### config.mk
export PLATFORM = sky130hd
export DESIGN_NAME = string_to_integer_parser_flat
export DESIGN_NICKNAME = d
export VERILOG_FILES = /design/src/design/stip_pkg.sv /design/src/design/stip_ifs.sv /design/src/design/stip_digit.sv /design/src/design/stip_step.sv /design/src/design/string_to_integer_parser.sv /design/src/flat_wrapper.sv
export VERILOG_INCLUDE_DIRS = /design/src /design/src/design
export SDC_FILE = /design/constraint.sdc
export NUM_CORES = 2
export LEC_CHECK = 0
export CORE_ASPECT_RATIO = 1.75
export CORE_MARGIN = 5
export CORE_UTILIZATION = 45
export DETAILED_ROUTE_END_ITERATION = 12
export DONT_BUFFER_PORTS = 1
export GPL_ROUTABILITY_DRIVEN = 0
export PLACE_DENSITY = 0.68
export RECOVER_POWER = 100
export SLEW_MARGIN = 10
export SYNTH_ARGS = -nofsm -noshare
export SYNTH_HDL_FRONTEND = slang
export SYNTH_SLANG_ARGS = --single-unit
### constraint.sdc
create_clock -name clk_i -period 10.3 [get_ports clk_i]
set_input_delay 1.03 -clock clk_i [delete_from_list [all_inputs] [get_ports clk_i]]
set_output_delay 1.03 -clock clk_i [all_outputs]
set_load 0.03 [all_outputs]
### src/design/string_to_integer_parser_defines.svh
// Assertion macros shared by the string-to-integer parser modules.
// Expects clk_i and rst_ni in the scope where a macro is used.
`ifndef STRING_TO_INTEGER_PARSER_DEFINES_SVH
`define STRING_TO_INTEGER_PARSER_DEFINES_SVH

// Same-cycle implication, checked on every rising edge outside reset.
`define STIP_ASSERT_IMP(label, ante, cons, msg) \
  label: assert property (@(posedge clk_i) disable iff (!rst_ni) (ante) |-> (cons)) \
    else $error(msg);

// Next-cycle implication, checked on every rising edge outside reset.
`define STIP_ASSERT_NXT(label, ante, cons, msg) \
  label: assert property (@(posedge clk_i) disable iff (!rst_ni) (ante) |=> (cons)) \
    else $error(msg);

`endif

### src/design/stip_pkg.sv
// Package for the string-to-integer parser: types, character codes and helpers.
// No dependencies; every module and interface of the block imports it.
package stip_pkg;

  localparam int unsigned ValW    = 64;
  localparam int unsigned BaseW   = 6;
  localparam int unsigned OffW    = 16;
  localparam int unsigned DigW    = 6;
  localparam int unsigned ProdW   = ValW + BaseW;
  localparam int unsigned CfgIdxW = 2;
  localparam int unsigned CfgDatW = 6;

  localparam logic [OffW-1:0]    MaxOffset = 16'hFFFF;
  localparam logic [ValW-1:0]    SMax      = 64'h7FFF_FFFF_FFFF_FFFF;
  localparam logic [BaseW-1:0]   MaxBase   = 6'd36;
  localparam logic [BaseW-1:0]   Base2     = 6'd2;
  localparam logic [BaseW-1:0]   Base8     = 6'd8;
  localparam logic [BaseW-1:0]   Base10    = 6'd10;
  localparam logic [BaseW-1:0]   Base16    = 6'd16;

  localparam logic [CfgIdxW-1:0] CfgBase   = 2'd0;
  localparam logic [CfgIdxW-1:0] CfgLzo    = 2'd1;

  localparam logic [7:0] ChZero   = 8'h30;
  localparam logic [7:0] ChNine   = 8'h39;
  localparam logic [7:0] ChLowA   = 8'h61;
  localparam logic [7:0] ChLowZ   = 8'h7A;
  localparam logic [7:0] ChUpA    = 8'h41;
  localparam logic [7:0] ChUpZ    = 8'h5A;
  localparam logic [7:0] ChUnder  = 8'h5F;
  localparam logic [7:0] ChPlus   = 8'h2B;
  localparam logic [7:0] ChMinus  = 8'h2D;
  localparam logic [7:0] ChX      = 8'h78;
  localparam logic [7:0] ChO      = 8'h6F;
  localparam logic [7:0] ChB      = 8'h62;
  localparam logic [7:0] LowBias  = 8'd87;
  localparam logic [7:0] UpBias   = 8'd55;

  typedef enum logic [4:0] {
    PhStart     = 5'b00001,
    PhAfterSign = 5'b00010,
    PhAutoZero  = 5'b00100,
    PhExplZero  = 5'b01000,
    PhDigits    = 5'b10000
  } phase_e;

  typedef struct packed {
    phase_e          phase;
    logic [ValW-1:0] acc;
    logic            neg;
    logic            ovf;
    logic            dig;
    logic [BaseW-1:0] abase;
    logic [OffW-1:0] cnt;
    logic [OffW-1:0] roff;
  } state_t;

  typedef struct packed {
    logic            skip;
    logic            bad;
    logic [DigW-1:0] val;
  } digit_t;

  typedef struct packed {
    logic signed [ValW-1:0] value;
    logic                   overflow;
    logic                   has_digits;
    logic [OffW-1:0]        end_offset;
    logic [BaseW-1:0]       base_used;
  } result_t;

  localparam state_t StateInit = '{
    phase: PhStart, acc: '0, neg: 1'b0, ovf: 1'b0, dig: 1'b0,
    abase: '0, cnt: '0, roff: '0
  };

  // Saturating character count.
  function automatic logic [OffW-1:0] bump(input logic [OffW-1:0] cnt);
    logic [OffW-1:0] r;
    r = cnt;
    if (cnt != MaxOffset) begin
      r = cnt + 1'b1;
    end
    return r;
  endfunction

  function automatic logic [BaseW-1:0] clamp_base(input logic [BaseW-1:0] b);
    logic [BaseW-1:0] r;
    r = (b > MaxBase) ? MaxBase : b;
    return r;
  endfunction

endpackage

### src/design/stip_ifs.sv
// Handshake channel interfaces of the string-to-integer parser.
// Depends on stip_pkg for field widths.
interface stip_ch_if import stip_pkg::*; ();
  logic       valid;
  logic       ready;
  logic [7:0] ch;
  modport source (output valid, output ch, input ready);
  modport sink   (input valid, input ch, output ready);
endinterface

interface stip_res_if import stip_pkg::*; ();
  logic                   valid;
  logic                   ready;
  logic signed [ValW-1:0] value;
  logic                   overflow;
  logic                   has_digits;
  logic [OffW-1:0]        end_offset;
  logic [BaseW-1:0]       base_used;
  modport source (output valid, output value, output overflow, output has_digits,
                  output end_offset, output base_used, input ready);
  modport sink   (input valid, input value, input overflow, input has_digits,
                  input end_offset, input base_used, output ready);
endinterface

interface stip_cfg_if import stip_pkg::*; ();
  logic               valid;
  logic               ready;
  logic [CfgIdxW-1:0] idx;
  logic [CfgDatW-1:0] data;
  modport source (output valid, output idx, output data, input ready);
  modport sink   (input valid, input idx, input data, output ready);
endinterface

### src/design/stip_digit.sv
// Character classifier: digit value, underscore skip mark, or non-digit.
// Depends on stip_pkg.
module stip_digit import stip_pkg::*; (
  input  logic [7:0] ch_i,
  output digit_t     digit_o
);

  logic [7:0] diff;

  always_comb begin
    diff          = 8'd0;
    digit_o.skip  = 1'b0;
    digit_o.bad   = 1'b0;
    if (ch_i inside {[ChZero:ChNine]}) begin
      diff = ch_i - ChZero;
    end else if (ch_i inside {[ChLowA:ChLowZ]}) begin
      diff = ch_i - LowBias;
    end else if (ch_i inside {[ChUpA:ChUpZ]}) begin
      diff = ch_i - UpBias;
    end else if (ch_i == ChUnder) begin
      digit_o.skip = 1'b1;
    end else begin
      digit_o.bad = 1'b1;
    end
    digit_o.val = diff[DigW-1:0];
  end

endmodule

### src/design/stip_step.sv
// Per-character parse step: next state and the optional result of one character.
// Depends on stip_pkg and stip_digit.
module stip_step import stip_pkg::*; (
  input  state_t          state_i,
  input  logic [7:0]      ch_i,
  input  logic [BaseW-1:0] base_i,
  input  logic            lzo_i,
  output state_t          state_o,
  output logic            emit_o,
  output result_t         result_o
);

  digit_t           dgt;
  logic [ProdW-1:0] prod;
  logic             do_after;
  logic             do_take;
  state_t           s;

  stip_digit u_digit (
    .ch_i    (ch_i),
    .digit_o (dgt)
  );

  always_comb begin
    s        = state_i;
    do_after = 1'b0;
    do_take  = 1'b0;
    emit_o   = 1'b0;
    result_o = '0;
    prod     = '0;

    case (state_i.phase)
      PhStart: begin
        s.abase = clamp_base(base_i);
        if (ch_i == ChMinus || ch_i == ChPlus) begin
          s.neg   = (ch_i == ChMinus);
          s.cnt   = bump(s.cnt);
          s.phase = PhAfterSign;
        end else begin
          do_after = 1'b1;
        end
      end
      PhAfterSign: begin
        do_after = 1'b1;
      end
      PhAutoZero: begin
        if (ch_i == ChX || ch_i == ChO || ch_i == ChB) begin
          s.abase = (ch_i == ChX) ? Base16 : (ch_i == ChO) ? Base8 : Base2;
          s.cnt   = bump(s.cnt);
          s.phase = PhDigits;
        end else begin
          s.abase = lzo_i ? Base8 : Base10;
          s.roff  = s.cnt;
          do_take = 1'b1;
        end
      end
      PhExplZero: begin
        if ((s.abase == Base16 && ch_i == ChX) || (s.abase == Base8 && ch_i == ChO) ||
            (s.abase == Base2 && ch_i == ChB)) begin
          s.dig   = 1'b0;
          s.cnt   = bump(s.cnt);
          s.phase = PhDigits;
        end else begin
          do_take = 1'b1;
        end
      end
      default: begin
        do_take = 1'b1;
      end
    endcase

    // Sign handled: resolve auto base or an explicit-base leading zero.
    if (do_after) begin
      if (s.abase == '0) begin
        if (ch_i == ChZero) begin
          s.cnt   = bump(s.cnt);
          s.phase = PhAutoZero;
        end else begin
          s.abase = Base10;
          do_take = 1'b1;
        end
      end else if ((s.abase == Base2 || s.abase == Base8 || s.abase == Base16) &&
                   ch_i == ChZero) begin
        s.dig   = 1'b1;
        s.acc   = '0;
        s.cnt   = bump(s.cnt);
        s.phase = PhExplZero;
      end else begin
        do_take = 1'b1;
      end
    end

    if (do_take) begin
      s.phase = PhDigits;
      if (dgt.skip) begin
        s.cnt = bump(s.cnt);
      end else if (dgt.bad || dgt.val >= s.abase || s.abase == '0) begin
        emit_o = 1'b1;
        if (s.ovf) begin
          result_o.value = SMax;
        end else if (s.neg) begin
          result_o.value = ValW'(0) - s.acc;
        end else begin
          result_o.value = s.acc;
        end
        result_o.overflow   = s.ovf;
        result_o.has_digits = s.dig;
        result_o.end_offset = s.dig ? s.cnt : s.roff;
        result_o.base_used  = s.abase;
        s = StateInit;
      end else begin
        // acc*b + d is formed at full width and compared against the signed maximum.
        s.dig = 1'b1;
        prod  = ({{BaseW{1'b0}}, s.acc} * {{ValW{1'b0}}, s.abase}) +
                {{(ProdW-DigW){1'b0}}, dgt.val};
        if (prod > {{BaseW{1'b0}}, SMax}) begin
          s.ovf = 1'b1;
        end
        if (!s.ovf) begin
          s.acc = prod[ValW-1:0];
        end
        s.cnt = bump(s.cnt);
      end
    end

    state_o = s;
  end

endmodule

### src/design/string_to_integer_parser.sv
// An accepted character is held in the input register, then moves on into the parse state and output register.
// Throughput: one character per cycle, but a string-ending character waits on a pending output.
// The per-character multiply-add of one accumulator is the only arithmetic work.
// Reset (rst_ni low, asynchronous) clears the parse state to its start phase and the base and octal option to zero.
// No clearing pass is needed after reset.
`include "string_to_integer_parser_defines.svh"

module string_to_integer_parser import stip_pkg::*; (
  input  logic       clk_i,
  input  logic       rst_ni,
  stip_ch_if.sink    in_if,
  stip_res_if.source out_if,
  stip_cfg_if.sink   cfg_if
);

  // Configuration registers. Writes must arrive only while the parser is idle; the block
  // does not enforce this. The base is sampled directly when a string's first character is processed.
  logic [BaseW-1:0] base_q;
  logic             lzo_q;

  // Input register: one accepted character waiting to be processed.
  logic             in_vld_q;
  logic [7:0]       ch_q;

  // Parse state across the characters of one string.
  state_t           state_q;
  state_t           state_d;

  // Output register holding one result transaction.
  logic             out_vld_q;
  result_t          res_q;
  result_t          res_d;

  logic             emit;
  logic             advance;
  logic             in_acc;

  stip_step u_step (
    .state_i  (state_q),
    .ch_i     (ch_q),
    .base_i   (base_q),
    .lzo_i    (lzo_q),
    .state_o  (state_d),
    .emit_o   (emit),
    .result_o (res_d)
  );

  // The held character moves on unless it ends a string while the output
  // register still holds a result that the sink has not taken.
  assign advance     = in_vld_q && (!emit || !out_vld_q || out_if.ready);
  assign in_if.ready = !in_vld_q || advance;
  assign in_acc      = in_if.valid && in_if.ready;

  assign cfg_if.ready = 1'b1;

  always_ff @(posedge clk_i or negedge rst_ni) begin
    if (!rst_ni) begin
      base_q <= '0;
      lzo_q  <= 1'b0;
    end else if (cfg_if.valid) begin
      case (cfg_if.idx)
        CfgBase: begin
          base_q <= cfg_if.data;
        end
        CfgLzo: begin
          lzo_q <= cfg_if.data[0];
        end
        default: begin
        end
      endcase
    end
  end

  always_ff @(posedge clk_i or negedge rst_ni) begin
    if (!rst_ni) begin
      in_vld_q  <= 1'b0;
      out_vld_q <= 1'b0;
      state_q   <= StateInit;
    end else begin
      if (in_if.ready) begin
        in_vld_q <= in_if.valid;
      end
      if (advance) begin
        state_q <= state_d;
      end
      if (advance && emit) begin
        out_vld_q <= 1'b1;
      end else if (out_if.ready) begin
        out_vld_q <= 1'b0;
      end
    end
  end

  // Payload registers carry no reset.
  always_ff @(posedge clk_i) begin
    if (in_acc) begin
      ch_q <= in_if.ch;
    end
    if (advance && emit) begin
      res_q <= res_d;
    end
  end

  assign out_if.valid      = out_vld_q;
  assign out_if.value      = res_q.value;
  assign out_if.overflow   = res_q.overflow;
  assign out_if.has_digits = res_q.has_digits;
  assign out_if.end_offset = res_q.end_offset;
  assign out_if.base_used  = res_q.base_used;

  // A character that ends a string leaves the parser ready for a fresh string.
  `STIP_ASSERT_NXT(a_emit_restarts, advance && emit, state_q.phase == PhStart, "parse state not restarted after result")
  // The accumulator never exceeds the signed maximum, overflowed or not.
  `STIP_ASSERT_IMP(a_acc_in_range, 1'b1, !state_q.acc[ValW-1], "accumulator above signed maximum")
  // Overflow can only follow accepted digits.
  `STIP_ASSERT_IMP(a_ovf_has_digits, state_q.ovf, state_q.dig, "overflow without digits")
  // A held character that cannot move on stays in the input register.
  `STIP_ASSERT_NXT(a_hold_char, in_vld_q && !advance, in_vld_q && $stable(ch_q), "stalled character lost")

endmodule
### src/flat_wrapper.sv
// flat-port wrapper written by rule: the top's interface ports become plain ports
module string_to_integer_parser_flat import stip_pkg::*;
  (clk_i, rst_ni, in_if_valid, in_if_ch, in_if_ready, out_if_valid, out_if_value, out_if_overflow, out_if_has_digits, out_if_end_offset, out_if_base_used, out_if_ready, cfg_if_valid, cfg_if_idx, cfg_if_data, cfg_if_ready);
  stip_ch_if in_if_i ();
  stip_res_if out_if_i ();
  stip_cfg_if cfg_if_i ();
  input  logic clk_i;
  input  logic rst_ni;
  input wire logic [$bits(in_if_i.valid)-1:0] in_if_valid;
  input wire logic [$bits(in_if_i.ch)-1:0] in_if_ch;
  output wire logic [$bits(in_if_i.ready)-1:0] in_if_ready;
  output wire logic [$bits(out_if_i.valid)-1:0] out_if_valid;
  output wire logic [$bits(out_if_i.value)-1:0] out_if_value;
  output wire logic [$bits(out_if_i.overflow)-1:0] out_if_overflow;
  output wire logic [$bits(out_if_i.has_digits)-1:0] out_if_has_digits;
  output wire logic [$bits(out_if_i.end_offset)-1:0] out_if_end_offset;
  output wire logic [$bits(out_if_i.base_used)-1:0] out_if_base_used;
  input wire logic [$bits(out_if_i.ready)-1:0] out_if_ready;
  input wire logic [$bits(cfg_if_i.valid)-1:0] cfg_if_valid;
  input wire logic [$bits(cfg_if_i.idx)-1:0] cfg_if_idx;
  input wire logic [$bits(cfg_if_i.data)-1:0] cfg_if_data;
  output wire logic [$bits(cfg_if_i.ready)-1:0] cfg_if_ready;
  assign in_if_i.valid = in_if_valid;
  assign in_if_i.ch = in_if_ch;
  assign in_if_ready = in_if_i.ready;
  assign out_if_valid = out_if_i.valid;
  assign out_if_value = out_if_i.value;
  assign out_if_overflow = out_if_i.overflow;
  assign out_if_has_digits = out_if_i.has_digits;
  assign out_if_end_offset = out_if_i.end_offset;
  assign out_if_base_used = out_if_i.base_used;
  assign out_if_i.ready = out_if_ready;
  assign cfg_if_i.valid = cfg_if_valid;
  assign cfg_if_i.idx = cfg_if_idx;
  assign cfg_if_i.data = cfg_if_data;
  assign cfg_if_ready = cfg_if_i.ready;
  string_to_integer_parser u_core (.clk_i(clk_i), .rst_ni(rst_ni), .in_if(in_if_i), .out_if(out_if_i), .cfg_if(cfg_if_i));
endmodule
# Word-level counts from Yosys, hierarchy flattened
# Index checks and enable logic that the tools add are counted.
# totals
ff_bits	215
word_cells	173
output_inout_bits	91
in_bits	21
# classes
eq_ne	21
n_bitwise	3
muxes	77
multipliers	1
n_lt_le_gt_ge	9
addsub	8
n_reduce_logical	35
# op_table
op	n
2-to-1 mux 16 bit	16
2-to-1 mux 64 bit	4
2-to-1 mux 69 bit	2
2-to-1 mux 110 bit	1
2-to-1 mux 78 bit	1
adder 70 x 6 -> 70 bit	1
> comparator 70 x 63 -> 1 bit, second input constant	1
multiplier 64 x 6 -> 70 bit	1
subtractor 1 x 64 -> 64 bit, first input constant	1
2-to-1 mux 63 bit	1
adder 16 x 1 -> 16 bit, second input constant	3
!= test 16 bit, second input constant	3
one-hot mux 16 bit (3 select lines)	1
2-to-1 mux 6 bit	7
2-to-1 mux 5 bit	8
== test 8 x 7 -> 1 bit, second input constant	4
2-to-1 mux 1 bit	25
== test 8 x 6 -> 1 bit, second input constant	3
2-to-1 mux 23 bit	1
greater-or-equal comparator 8 x 7 -> 1 bit, second input constant	2
<= comparator 8 x 7 -> 1 bit, second input constant	2
one-hot mux 5 bit (3 select lines)	1
== test 6 x 2 -> 1 bit, second input constant	2
== test 6 x 4 -> 1 bit, second input constant	2
29 further kinds	61

# Logic depth before layout (Yosys ltp)
# logic_depth
word_depth	24
depth_mapped	35
mapped_depth_nobuf	31

# By module
# From an unflattened synthesis, not the netlist that was laid out.
# unflattened
cells_unflattened	3322
hier_area_um2	29514.6
# modules_own_cells
module	area_per_inst_um2	instances	seq_area_each_um2	cells_each
stip_step	19170.9	1	0.0	2510
string_to_integer_parser	9823.2	1	5861.9	748
stip_digit	520.5	1	0.0	64

# Least setup slack after synthesis
# OpenSTA, ideal clock, no wires.
# synth_path
path_type	register -> register
start	reg u_core.state_q[106] (netlist bit)
end	reg u_core.state_q[51] (netlist bit)
required_time_ns	10.174
stages_incl_launch_ff	34
n_path_buf	6
arrival_time_ns	8.842
path_slack_ns	1.331
setup_ns	0.126
period_less_slack_ns	8.969
cell_sequence	dfrtp_1 > clkbuf_2 > or2_1 > or3_1 > buf_6 > o311ai_2 > nand3_1 > and3b_1 > o21ai_0 > clkbuf_1 > clkbuf_1 > clkbuf_1 > nand4_1 > fa_1 > fa_1 > inv_1 > fa_1 > inv_1 > fa_1 > inv_1 > ha_1 > a21o_1 > a21o_1 > o211ai_1 > a31oi_1 > a211oi_1 > o31a_1 > a31o_2 > o311ai_0 > a311o_1 > a2111oi_4 > clkbuf_1 > a21oi_1 > a221o_1
# synth_via
elab_chain_len	20
elab_cells_between_ends	47
cone_classes	add/sub (1); mul (1); order compare (2); eq/ne (7); mux (24); reduce/logical (12)
# synth_rtl
item	line	rtl
start: declaration	string_to_integer_parser.sv:26	state_t state_q;
start signal: assignment	string_to_integer_parser.sv:78	state_q <= StateInit;
start signal: assignment	string_to_integer_parser.sv:84	state_q <= state_d;
== test 5 x 3 -> 1 bit / == test 5 x 1 -> 1 bit (equally long branches)	stip_step.sv:32	case (state_i.phase)
one-hot mux 6 bit (2 select lines)	stip_step.sv:32	
== test 6 x 2 -> 1 bit / == test 6 x 4 -> 1 bit (equally long branches)	stip_step.sv:82	end else if ((s.abase == Base2 || s.abase == Base8 || s.abase == Base16) &&
logical OR 1 bit (2 in series)	stip_step.sv:82	
logical AND 1 bit	stip_step.sv:82	
2-to-1 mux 69 bit	stip_step.sv:82	
2-to-1 mux 64 bit	stip_step.sv:74	if (s.abase == '0) begin
2-to-1 mux 69 bit	stip_step.sv:73	if (do_after) begin
[3 not listed]	-	
2-to-1 mux 1 bit	stip_step.sv:116	if (prod > {{BaseW{1'b0}}, SMax}) begin
2-to-1 mux 1 bit	stip_step.sv:97	end else if (dgt.bad || dgt.val >= s.abase || s.abase == '0) begin
2-to-1 mux 1 bit	stip_step.sv:95	if (dgt.skip) begin
2-to-1 mux 1 bit	stip_step.sv:93	if (do_take) begin
2-to-1 mux 64 bit	stip_step.sv:119	if (!s.ovf) begin
2-to-1 mux 64 bit	stip_step.sv:97	
2-to-1 mux 78 bit	stip_step.sv:95	
2-to-1 mux 110 bit	stip_step.sv:93	
# Several ways; a longest one is shown, not always the timed one. The select of a mux whose other input is x is not followed.
# A chain may end at the register's enable or synchronous reset.

# Worst setup path in the final report
# layout_path
start	reg u_core.ch_q[4]
end	reg u_core.state_q[67] (netlist bit)
# layout_via
elab_chain_len	23
elab_cells_between_ends	83
cone_classes	add/sub (4); mul (1); order compare (8); eq/ne (10); mux (38); reduce/logical (22)
# layout_rtl
item	line	rtl
start: declaration	string_to_integer_parser.sv:23	logic [7:0] ch_q;
start signal: assignment	string_to_integer_parser.sv:97	ch_q <= in_if.ch;
== test 8 x 7 -> 1 bit	stip_step.sv:47, stip_step.sv:48, stip_step.sv:58	
2-to-1 mux 4 bit / logical OR 1 bit (equally long branches)	stip_step.sv:48, stip_step.sv:47	
2-to-1 mux 5 bit / logical OR 1 bit (equally long branches)	stip_step.sv:48, stip_step.sv:47	
2-to-1 mux 5 bit	stip_step.sv:47	if (ch_i == ChX || ch_i == ChO || ch_i == ChB) begin
one-hot mux 6 bit (2 select lines)	stip_step.sv:32	
== test 6 x 2 -> 1 bit / == test 6 x 4 -> 1 bit (equally long branches)	stip_step.sv:82	
logical OR 1 bit (2 in series)	stip_step.sv:82	
logical AND 1 bit	stip_step.sv:82	
[6 not listed]	-	
2-to-1 mux 1 bit	stip_step.sv:116	
2-to-1 mux 1 bit	stip_step.sv:97	
2-to-1 mux 1 bit	stip_step.sv:95	
2-to-1 mux 1 bit	stip_step.sv:93	
2-to-1 mux 64 bit	stip_step.sv:119	
2-to-1 mux 64 bit	stip_step.sv:97	
2-to-1 mux 78 bit	stip_step.sv:95	
2-to-1 mux 110 bit	stip_step.sv:93	
# Several ways; a longest one is shown, not always the timed one. The select of a mux whose other input is x is not followed.

==> results.sh <==
export IMPL_finalHoldViolCount=0
export IMPL_synth_area_leaders="fa_1 19%, dfrtp_1 11%, edfxtp_1 11%, and2_1 8.6%, ha_1 7.6%"
export IMPL_syn_to_final_growth_pct=4.498
export IMPL_async_reset_ff_share_pct=55.35
export IMPL_synth_edf_count=96
export IMPL_synthesis_nets=3496
export IMPL_violations="max-capacitance violations, max-slew violations"
export IMPL_clkLatencyLatePin_ps=570
export IMPL_dr_pass1_iters=6
export IMPL_cts_clk_slew_worst_paths_ps=70
export IMPL_antenna_left=0
export IMPL_fill_cells=5670
export IMPL_antenna_found_initial=1
export IMPL_maxSlewViolCount=215
export IMPL_period_share_pct=96.00
export IMPL_relSlewSlack_pct=-89.70
export IMPL_tns_ps=0
export IMPL_setup_viol=0
export IMPL_cp_start_kind="register"
export IMPL_cts_buffers=24
export IMPL_period_needed_ps=9888
export IMPL_io_buffer_count=0
export IMPL_worst_slew_pin_slew_ps=2846
export IMPL_drive_gt1_share_pct=5.809
export IMPL_drt_iter0_drc=1900
export IMPL_ys_warn_count=0
export IMPL_num_vias=23770
export IMPL_p_total_mw=5.018
export IMPL_p_leak_nw=13.00
export IMPL_nets=3313
export IMPL_slowest_delay_ps=670
export IMPL_cap_violations=6
export IMPL_holdCritPathClass="in -> async"
export IMPL_die_h_um=335.6
export IMPL_die_x_um=196.1
export IMPL_initial_utilization_pct=45.32
export IMPL_drc_errors=0
export IMPL_cp_required_ps=10730
export IMPL_finalWirelength_um=88970
export IMPL_rsz0062_at_grt="no"
export IMPL_clockBufferDepth=3
export IMPL_synthCells=3057
export IMPL_placed_area_mm2=0.02768
export IMPL_synth_cell_types=113
export IMPL_rows=119
export IMPL_skew_ps=25.79
export IMPL_hpwl_um=65150
export IMPL_utilization_pct=47.36
export IMPL_critPathArrivalTime_ps=10320
export IMPL_grt_max_degree=120
export IMPL_avgSynthCellArea_um2=8.917
export IMPL_wire_per_inst_um=24.18
export IMPL_path_max_fanout=63
export IMPL_critical_path_class="reg -> reg"
export IMPL_vias_per_cell=6.461
export IMPL_p_per_area_mw_per_mm2=176.1
export IMPL_gr_total_overflow=0
export IMPL_synth_seq_cells=215
export IMPL_yosysTopAreaCellShare_pct=18.51
export IMPL_status="finished, violations left"
export IMPL_ys_flop_type="dfrtp_1"
export IMPL_fmax_mhz=101.1
export IMPL_final_cell_mix="373 x and2_1, 295 x nand2_1, 252 x fa_1, 192 x a21oi_1, 184 x nor2_1"
export IMPL_layout_commonest_cell="and2_1"
export IMPL_irDropWorstVdd_mv=0.1946
export IMPL_cts_root_buf="clkbuf_16"
export IMPL_cts_tree="yes"
export IMPL_yosysTopAreaCell="fa_1"
export IMPL_die_area_mm2=0.06580
export IMPL_ios=112
export IMPL_grt_total_usage_pct=26.28
export IMPL_cts_max_level=1
export IMPL_core_mm2=0.06015
export IMPL_grt_pass1_vias=24740
export IMPL_grt_pass1_wl_um=138800
export IMPL_ys_seq_area_share_pct=21.50
export IMPL_final_area_mm2=0.02849
export IMPL_crit_slowest_cell="nor2_2"
export IMPL_synth_area_mm2=0.02726
export IMPL_clock_sinks=215
export IMPL_crit_path_end_kind="register"
[synthesized netlist by cell type, types with 6 or more instances]
| master | n |
|---|---|
| and2_1 | 375 |
| nand2_1 | 295 |
| fa_1 | 252 |
| clkbuf_1 | 218 |
| a21oi_1 | 195 |
| nor2_1 | 189 |
| ha_1 | 166 |
| dfrtp_1 | 118 |
| o21ai_0 | 101 |
| edfxtp_1 | 96 |
| inv_1 | 84 |
| xnor2_1 | 71 |
| nand4_1 | 68 |
| o211ai_1 | 60 |
| nand3_1 | 58 |
| a21o_1 | 57 |
| xor2_1 | 55 |
| nor3_1 | 48 |
| a31oi_1 | 39 |
| a211oi_1 | 29 |
| mux2i_1 | 26 |
| nand2b_1 | 25 |
| or3_1 | 25 |
| a221o_1 | 23 |
| o31ai_1 | 23 |
| nor2b_1 | 22 |
| a22o_1 | 21 |
| mux2_2 | 20 |
| and3_1 | 18 |
| buf_2 | 16 |
| o21a_1 | 15 |
| or4_1 | 15 |
| nor4_1 | 13 |
| o21bai_1 | 13 |
| nand3b_1 | 10 |
| a32oi_1 | 8 |
| or2_2 | 8 |
| a211o_1 | 7 |
| o21ai_1 | 7 |
| nor3b_1 | 6 |
| o31a_1 | 6 |
[area by class of cell]
class,count,area (um2),share of cell area [%]
antenna,1,2.502,0.008785
timing repair buffer,36,296.5,1.041
multi-input combinational,2513,20210,70.94
clock buffer,27,664.4,2.332
tap,786,983.4,3.452
clock inverter,17,152.6,0.5359
sequential,215,5862,20.58
inverter,84,315.3,1.107
[per-layer routing]
metal | track usage [%] | vias to the layer above | share of wire (%) | wire, um
li1 | - | 10390 | - | -
met1 | 28.84 | 11670 | 34 | 30340
met2 | 47.06 | 1303 | 51 | 45080
met3 | 4.146 | 410 | 7.8 | 6951
met4 | 16.50 | 0 | 7.4 | 6602
met5 | 0 | - | 0 | 0
[state kept, by name (all words and copies together), names as in the netlist]
| name | cells |
|---|---|
| u_core.ch_q | 8 |
| u_core.out_if.overflow | 1 |
| u_core.out_if.has_digits | 1 |
| u_core.out_if.base_used | 6 |
| u_core.lzo_q | 1 |
| u_core.in_vld_q | 1 |
| u_core.out_if.valid | 1 |
| u_core.state_q | 110 |
| u_core.out_if.value | 64 |
| u_core.base_q | 6 |
| u_core.out_if.end_offset | 16 |
[cell families after synthesis]
family | share of synthesized area, %
adders and majority gates | 26.13
and+or+nand+nor | 23.90
other | 0.01376
buffers and inverters | 4.806
AOI/OAI and AO/OA | 17.72
xor gates and xnor gates | 4.048
muxes | 1.891
DFF | 21.50
[worst max-delay path, delay by kind of cell, from the launching register on]
kind / cells / cell delay (ps)
buf+inv: 2 / 480
mux: 1 / 350
compound gates: 9 / 2770
fa+ha+maj: 6 / 2420
flops: 1 / 480
simple gates: 10 / 3180
[worst paths after layout]
path / startpoint / end / slack, ps / cells after the start
min in group clk_i: u_core.state_q[14]$_DFFE_PN0P_ / u_core.state_q[14]$_DFFE_PN0P_ / 500 / 1
worst min-delay path: rst_ni / u_core.lzo_q$_DFFE_PN0P_ / 160 / 0
worst min register to register: u_core.state_q[14]$_DFFE_PN0P_ / u_core.state_q[14]$_DFFE_PN0P_ / 500 / 1
worst max-delay path: u_core.ch_q[4]$_DFFE_PP_ / u_core.state_q[67]$_DFFE_PN0P_ / 410 / 28
worst max register to register: u_core.ch_q[4]$_DFFE_PP_ / u_core.state_q[67]$_DFFE_PN0P_ / 410 / 28
max in group asynchronous: rst_ni / u_core.state_q[105]$_DFFE_PN1P_ / 9850 / 0
[per-stage QoR]
| step | setup slack (ps) | hold slack (ps) | cells |
|---|---|---|---|
| after floorplan | 1331 | 450.2 | 3057 |
| after global placement | 595.4 | 482.1 | 3630 |
| after detailed placement | 400.1 | 485.3 | 3631 |
| after CTS | 374.8 | 151.8 | 3675 |
| after global routing | 37.55 | 154.4 | 3678 |
| final | 412.2 | 164.8 | 3679 |
[what timing repair did]
item	in CTS	in global routing
hold buffers	0	0
setup endpoints to repair	0	65
buffers inserted	0	1
resized for setup	0	2
[power by group]
part / internal, mW / switching [mW]
logic: 0.587 / 1.73
clock network: 0.500 / 0.424
registers: 1.21 / 0.564
total: 2.30 / 2.72
(Power assumes the default switching activity.)
